--- src/rtl/lsw_pkg.sv ---
`timescale 1ns / 1ps

package lsw_pkg;

  // Default storage shape
  localparam int DEPTH_DEF = 64;
  localparam int WIDTH_DEF = 32;

  // Fixed field widths
  localparam int CNT_W  = 7;
  localparam int FUNC_W = 3;
  localparam int WPOS_W = 8;

  localparam logic [CNT_W-1:0] LEN_RST = 7'd64;

  // Operation codes
  localparam logic [FUNC_W-1:0] FN_PUSH     = 3'd0;
  localparam logic [FUNC_W-1:0] FN_POP      = 3'd1;
  localparam logic [FUNC_W-1:0] FN_PEEK_TOP = 3'd2;
  localparam logic [FUNC_W-1:0] FN_PEEK_BOT = 3'd3;
  localparam logic [FUNC_W-1:0] FN_WALK     = 3'd4;

  // Sequencer states
  typedef enum logic [1:0] {
    ST_IDLE = 2'b01,
    ST_WAIT = 2'b10
  } lsw_state_t;

  // Memory strobes
  typedef struct packed {
    logic we;
    logic re;
  } mem_ctl_t;

  // Status held while the memory read completes
  typedef struct packed {
    logic             ok;
    logic             use_rd;
    logic             empty;
    logic             full;
    logic [CNT_W-1:0] count;
  } res_meta_t;

endpackage

--- src/rtl/lsw_ram.sv ---
`timescale 1ns / 1ps

module lsw_ram #(
  parameter int WIDTH = 32,
  parameter int DEPTH = 64
) (
  input  logic                     clk,
  input  logic                     we,
  input  logic                     re,
  input  logic [$clog2(DEPTH)-1:0] addr,
  input  logic [WIDTH-1:0]         wdata,
  output logic [WIDTH-1:0]         rdata
);

  logic [WIDTH-1:0] mem [DEPTH];

  // Single port, registered read
  always_ff @(posedge clk) begin
    if (we) begin
      mem[addr] <= wdata;
    end
    if (re) begin
      rdata <= mem[addr];
    end
  end

endmodule

--- src/rtl/lsw_ctrl.sv ---
`timescale 1ns / 1ps

module lsw_ctrl #(
  parameter int DEPTH = 64
) (
  input  logic                           clk,
  input  logic                           rst_n,
  input  logic                           cfg_wr_en,
  input  logic [lsw_pkg::CNT_W-1:0]      cfg_wr_data,
  input  logic                           in_valid,
  input  logic [lsw_pkg::FUNC_W-1:0]     in_func,
  output logic                           in_ready,
  input  logic                           out_free,
  output lsw_pkg::mem_ctl_t              mem_ctl,
  output logic [$clog2(DEPTH)-1:0]       mem_addr,
  output logic                           res_valid,
  output lsw_pkg::res_meta_t             res_meta
);
  import lsw_pkg::*;

  localparam int AW = $clog2(DEPTH);

  lsw_state_t          st_r, st_nxt;
  logic [CNT_W-1:0]    len_r;
  logic [CNT_W-1:0]    fill_r, fill_nxt;
  logic [WPOS_W-1:0]   wpos_r, wpos_nxt;
  logic                wdown_r, wdown_nxt;
  res_meta_t           meta_r, meta_nxt;
  logic                acc;
  logic                op_ok;
  logic                op_rd;
  logic                op_wr;
  logic [CNT_W-1:0]    addr_cnt;
  logic                walk_hit;

  // Full when the count reaches the length or the physical depth
  function automatic logic is_full(input logic [CNT_W-1:0] f, input logic [CNT_W-1:0] l);
    is_full = (f >= l) || (32'(f) >= 32'(DEPTH));
  endfunction

  assign in_ready = (st_r == ST_IDLE) && out_free;
  assign acc      = in_valid && in_ready;
  assign walk_hit = !wpos_r[WPOS_W-1] && (wpos_r[WPOS_W-2:0] < fill_r);

  // Operation decode and next state
  always_comb begin
    fill_nxt  = fill_r;
    wpos_nxt  = wpos_r;
    wdown_nxt = wdown_r;
    op_ok     = 1'b0;
    op_rd     = 1'b0;
    op_wr     = 1'b0;
    addr_cnt  = '0;
    if (acc) begin
      unique case (in_func)
        FN_PUSH: begin
          addr_cnt = fill_r;
          if (!is_full(fill_r, len_r)) begin
            op_wr    = 1'b1;
            op_ok    = 1'b1;
            fill_nxt = fill_r + 7'd1;
          end
        end
        FN_POP: begin
          addr_cnt = fill_r - 7'd1;
          if (fill_r != '0) begin
            op_rd    = 1'b1;
            op_ok    = 1'b1;
            fill_nxt = fill_r - 7'd1;
          end
        end
        FN_PEEK_TOP: begin
          addr_cnt  = fill_r - 7'd1;
          wdown_nxt = 1'b1;
          wpos_nxt  = {1'b0, fill_r} - 8'd2;
          if (fill_r != '0) begin
            op_rd = 1'b1;
            op_ok = 1'b1;
          end
        end
        FN_PEEK_BOT: begin
          wdown_nxt = 1'b0;
          wpos_nxt  = 8'd1;
          if (fill_r != '0) begin
            op_rd = 1'b1;
            op_ok = 1'b1;
          end
        end
        FN_WALK: begin
          addr_cnt = wpos_r[WPOS_W-2:0];
          if (walk_hit) begin
            op_rd    = 1'b1;
            op_ok    = 1'b1;
            wpos_nxt = wdown_r ? (wpos_r - 8'd1) : (wpos_r + 8'd1);
          end
        end
        default: begin
        end
      endcase
    end
  end

  assign mem_ctl.we = op_wr;
  assign mem_ctl.re = op_rd;
  assign mem_addr   = AW'(addr_cnt);

  // Result status, from the state after the operation
  always_comb begin
    meta_nxt.ok     = op_ok;
    meta_nxt.use_rd = op_rd;
    meta_nxt.empty  = (fill_nxt == '0);
    meta_nxt.full   = is_full(fill_nxt, len_r);
    meta_nxt.count  = fill_nxt;
  end

  // Two-state sequencer: accept, then wait for read data
  always_comb begin
    st_nxt = st_r;
    unique case (st_r)
      ST_IDLE: if (acc) st_nxt = ST_WAIT;
      ST_WAIT: st_nxt = ST_IDLE;
      default: st_nxt = ST_IDLE;
    endcase
  end

  assign res_valid = (st_r == ST_WAIT);
  assign res_meta  = meta_r;

  // Control state
  always_ff @(posedge clk) begin
    if (!rst_n) begin
      st_r    <= ST_IDLE;
      len_r   <= LEN_RST;
      fill_r  <= '0;
      wpos_r  <= '1;
      wdown_r <= 1'b0;
    end else begin
      st_r    <= st_nxt;
      fill_r  <= fill_nxt;
      wpos_r  <= wpos_nxt;
      wdown_r <= wdown_nxt;
      if (cfg_wr_en) begin
        len_r <= cfg_wr_data;
      end
    end
  end

  // Status payload
  always_ff @(posedge clk) begin
    if (acc) begin
      meta_r <= meta_nxt;
    end
  end

endmodule

--- src/rtl/lifo_stack_with_walk_top.sv ---
`timescale 1ns / 1ps

// LIFO stack with a bidirectional walk. Each input beat carries one operation
// (push, pop, peek top, peek bottom, walk next) and yields exactly one result
// beat. The block takes no new beat while a memory read is in flight: the
// stack entries sit in a single-port memory with a registered read, so each
// operation has a memory access step followed by a read return step. A
// result is captured in an output register once the read data returns and is
// held there while stalled, so a new input beat is taken in the same cycle the
// previous result is consumed. The entry memory needs no clearing after reset;
// only entries below the fill count are ever read. The length register may be
// written at any time the block is idle; writing it below the current count
// only blocks pushes.
module lifo_stack_with_walk_top #(
  parameter int DEPTH = lsw_pkg::DEPTH_DEF,
  parameter int WIDTH = lsw_pkg::WIDTH_DEF
) (
  input  logic                                           clk,
  input  logic                                           rst_n,
  input  logic                                           cfg_wr_en,
  input  logic [lsw_pkg::CNT_W-1:0]                      cfg_wr_data,
  input  logic                                           in_tvalid,
  output logic                                           in_tready,
  // push_data, zero padded to bytes
  input  logic [((WIDTH+7)/8)*8-1:0]                     in_tdata,
  // func
  input  logic [lsw_pkg::FUNC_W-1:0]                     in_tuser,
  output logic                                           out_tvalid,
  input  logic                                           out_tready,
  // out_data, empty_res, full_res, count, zero padded to bytes
  output logic [((WIDTH+2+lsw_pkg::CNT_W+7)/8)*8-1:0]    out_tdata,
  // ok
  output logic                                           out_tuser
);
  import lsw_pkg::*;

  localparam int OUT_TD_W = ((WIDTH + 2 + CNT_W + 7) / 8) * 8;

  mem_ctl_t                 mem_ctl;
  logic [$clog2(DEPTH)-1:0] mem_addr;
  logic [WIDTH-1:0]         mem_rdata;
  logic                     res_valid;
  res_meta_t                res_meta;
  logic                     out_free;

  logic                     out_valid_r;
  logic                     out_ok_r;
  logic [WIDTH-1:0]         out_data_r;
  logic                     out_empty_r;
  logic                     out_full_r;
  logic [CNT_W-1:0]         out_cnt_r;

  assign out_free = !out_valid_r || out_tready;

  lsw_ctrl #(
    .DEPTH(DEPTH)
  ) u_ctrl (
    .clk        (clk),
    .rst_n      (rst_n),
    .cfg_wr_en  (cfg_wr_en),
    .cfg_wr_data(cfg_wr_data),
    .in_valid   (in_tvalid),
    .in_func    (in_tuser),
    .in_ready   (in_tready),
    .out_free   (out_free),
    .mem_ctl    (mem_ctl),
    .mem_addr   (mem_addr),
    .res_valid  (res_valid),
    .res_meta   (res_meta)
  );

  lsw_ram #(
    .WIDTH(WIDTH),
    .DEPTH(DEPTH)
  ) u_ram (
    .clk  (clk),
    .we   (mem_ctl.we),
    .re   (mem_ctl.re),
    .addr (mem_addr),
    .wdata(in_tdata[WIDTH-1:0]),
    .rdata(mem_rdata)
  );

  // Output beat valid
  always_ff @(posedge clk) begin
    if (!rst_n) begin
      out_valid_r <= 1'b0;
    end else if (res_valid) begin
      out_valid_r <= 1'b1;
    end else if (out_tready) begin
      out_valid_r <= 1'b0;
    end
  end

  // Output beat payload; data reads as zero unless the memory was read
  always_ff @(posedge clk) begin
    if (res_valid) begin
      out_ok_r    <= res_meta.ok;
      out_data_r  <= res_meta.use_rd ? mem_rdata : '0;
      out_empty_r <= res_meta.empty;
      out_full_r  <= res_meta.full;
      out_cnt_r   <= res_meta.count;
    end
  end

  assign out_tvalid = out_valid_r;
  assign out_tuser  = out_ok_r;
  assign out_tdata  = OUT_TD_W'({out_cnt_r, out_full_r, out_empty_r, out_data_r});

endmodule

--- config.mk ---
export PLATFORM = sky130hd
export DESIGN_NAME = lifo_stack_with_walk_top
export DESIGN_NICKNAME = d
export VERILOG_FILES = /design/src/rtl/lsw_pkg.sv /design/src/rtl/lsw_ram.sv /design/src/rtl/lsw_ctrl.sv /design/src/rtl/lifo_stack_with_walk_top.sv
export SDC_FILE = /design/constraint.sdc
export NUM_CORES = 2
export LEC_CHECK = 0
export BUFFER_PORTS_ARGS = -buffer_cell sky130_fd_sc_hd__buf_2
export CAP_MARGIN = 20
export CORE_MARGIN = 10
export CORE_UTILIZATION = 42
export DETAILED_ROUTE_END_ITERATION = 10
export SYNTH_ARGS = -nofsm -noshare
export SYNTH_HDL_FRONTEND = slang
export SYNTH_SLANG_ARGS = --single-unit
--- constraint.sdc ---
create_clock -name clk -period 7.1 [get_ports clk]
set_input_delay 1.065 -clock clk [delete_from_list [all_inputs] [get_ports clk]]
set_output_delay 1.065 -clock clk [all_outputs]
set_load 0.02 [all_outputs]
==> results.toml <==
[outcome]
status = "complete, no violations"

[sta]
max_freq_mhz = 187.1
grt_setup_unrepaired = "false"
fin_ws_ns = 1.754
worst_pin_slew_ns = 1.303
final.period_utilization_pct = 75.29
setup_viol = 0
fin_worst_skew_ns = 0.06434
slew-limit-headroom_pct = 12.87
maxSlewViolCount = 0
hold_viol_final = 0
fin_crit_ns = 5.346
tns_ns = 0

[clocking]
clockBufferDepth = 3
numCtsBuffers = 211
cts_htree_levels = 4
clk_latency_ns = 0.88
clock_sinks = 2159
path_clk_slew_ns = 0.06
postCtsHoldBufs = 0
ctsResizeCount = 0
cts_tree = "yes"
cts_root_buffer = "clkbuf_16"
postCtsSetupRepairBufs = 0

[synth]
ys.flop_type = "edfxtp_1"
synth_cell_types = 82
syn_area_um2 = 81390
yosysTopAreaCellShare_pct = 78.70
yosysSeqAreaShare_pct = 79.33
syn_area_per_cell_um2 = 17.77
syn_inst = 4581
ys_warn_count = 0
synth.area.top_cells = "edfxtp_1 (79%), a22oi_1 (2.6%), a222oi_1 (2.3%)"
synth-seq-cells = 2159
yosysTopAreaCell = "edfxtp_1"
synthArstFlopShare_pct = 0
synth-edff-count = 2133

[routing]
drt_drc_violations_left = 0
ant_nets = 0
via_count = 50700
first_iter_violations = 10140
avgRoutedWirePerCell_um = 38.79
routed_wl_mm = 294.3
drt_first_pass_iters = 8
vias_per_cell = 6.682

[flow_run]
cap_violations = 0

[layout]
synthToLayoutAreaGrowth_pct = 15.21
layout.cells.non_filler = 7587
final_cell_area_um2 = 93770
final_common_cell = "edfxtp_1"
drive_above_1_share_pct = 18.10
final_cell_mix = "edfxtp_1 (2133), a22oi_1 (279), nand2_1 (249)"
finalNetCount = 4955

[global_routing]
grt_antenna_before_repair = 33
grt_pass1_vias = 47490
grt_usage_pct = 26.95
grt_first_pass_wirelength_mm = 399.6
grt_start_max_net_pins = 94
grt_overflow_total = 0

[power_and_ir_drop]
power.density_nw_per_um2 = 280.5
irDropWorstVdd_uv = 271.3
leakagePower_nw = 29.61

[floorplanning]
die-area_um2 = 211800
core-area_um2 = 192600
row_count = 161
die_x_um = 460.2
initial_core_util_pct = 42.26
die_y_um = 460.2
boundaryPins = 98

[worst_setup_path]
cp-start-kind = "flip-flop"
cp-end-kind = "flip-flop"
critPathKind = "reg -> reg"
cp.required_ns = 7.79
crit_fanout = 24
cp.arrival_ns = 6.03
r2r_slack_ns = 1.75

[placement]
numPortBuffers = 90
dpl.cell_count = 7179
place_area_um2 = 86990
place_congestion = 0.8795
dp_hpwl_mm = 167.6
place_ws_ns = 1.346

[worst_hold_path]
hold_class = "reg -> reg"
final cells by class:
type / instances / area [um^2]
Multi-Input combinational cell: 2118 / 16160
Inverter: 20 / 76.32
Timing Repair Buffer: 367 / 3208
Sequential cell: 2159 / 64570
Clock buffer: 267 / 5564
Tap cell: 2526 / 3161
Clock inverter: 113 / 983.4
Fill cell: 15810 / 98810
Antenna cell: 17 / 42.54
where the power goes:
part           total, mW  leakage (nW)  internal (mW)  switching [mW]
combinational       1.50          7.04          0.411            1.09
clock               10.8          3.17           5.90            4.86
sequential          14.0          19.4           14.0          0.0137
cells by family after synthesis:
logic type	synth area share, %
AO/OA/AOI/OAI	10.69
XOR/XNOR	0.1599
adder cells (fa/ha/maj)	0.5104
buffers and inverters	1.748
flip-flops	79.33
multiplexers	3.683
other	0.004607
AND/OR/NAND/NOR	3.872
sequential cells by signal, indices dropped and copies added, names as in the netlist:
signal / flops
out_cnt_r: 7
out_data_r: 32
out_empty_r: 1
out_full_r: 1
out_tuser: 1
out_tvalid: 1
u_ctrl.fill_r: 7
u_ctrl.len_r: 7
u_ctrl.res_meta: 11
u_ctrl.st_r: 2
u_ctrl.wdown_r: 1
u_ctrl.wpos_r: 8
u_ram.mem: 2048
u_ram.rdata: 32
worst max-delay path: stages, from the launching register on:
cell      delay [ns]
dfxtp_1         0.57
inv_1           0.18
ha_1            0.36
nor2_1          0.28
a211o_2         0.78
o211ai_1        0.23
buf_4           0.34
nor2_4          0.90
buf_4           0.41
a22oi_1         0.12
a31oi_1         0.74
or4_1           0.24
synthesized netlist by cell type (all sizes together) (26+ instances only):
master	number
a21oi	114
a221oi	51
a222oi	191
a22o	69
a22oi	279
a31oi	108
and2	45
and3	52
buf	179
clkbuf	111
dfxtp	26
edfxtp	2133
ha	30
mux2	156
mux2i	124
nand2	257
nand3	88
nor2	105
nor3	26
o21ai	70
o22ai	27
layer usage:
layer | track usage (%) | routed length, um | up-vias
met2 | 40.32 | 129500 | 4378
li1 | - | - | 19700
met3 | 8.668 | 43760 | 720
met4 | 10.98 | 13700 | 32
met1 | 36.40 | 107200 | 25870
met5 | 0 | 186 | -
metrics by stage:
stage,hold slack [ns],utilization (%),total power [mW]
after CTS,0.3862,48.57,26.29
after floorplan,0.4003,-,14.99
after detailed placement,0.4045,45.17,15.75
final,0.4190,48.69,26.30
after global placement,0.4014,45.11,15.73
after global routing,0.4216,48.68,26.87
path summary, 6_finish.rpt:
path / start / end / cells after the start
max reg2reg: u_ctrl.fill_r[0]$_SDFF_PN0_ / u_ram.rdata[8]$_DFFE_PP_ / 11
min: u_ctrl.res_meta[2]$_DFFE_PP_ / out_cnt_r[2]$_DFFE_PP_ / 0
max: u_ctrl.fill_r[0]$_SDFF_PN0_ / u_ram.rdata[8]$_DFFE_PP_ / 11
min reg2reg: u_ctrl.res_meta[2]$_DFFE_PP_ / out_cnt_r[2]$_DFFE_PP_ / 0
No activity file was read; power rests on OpenSTA's default activity.
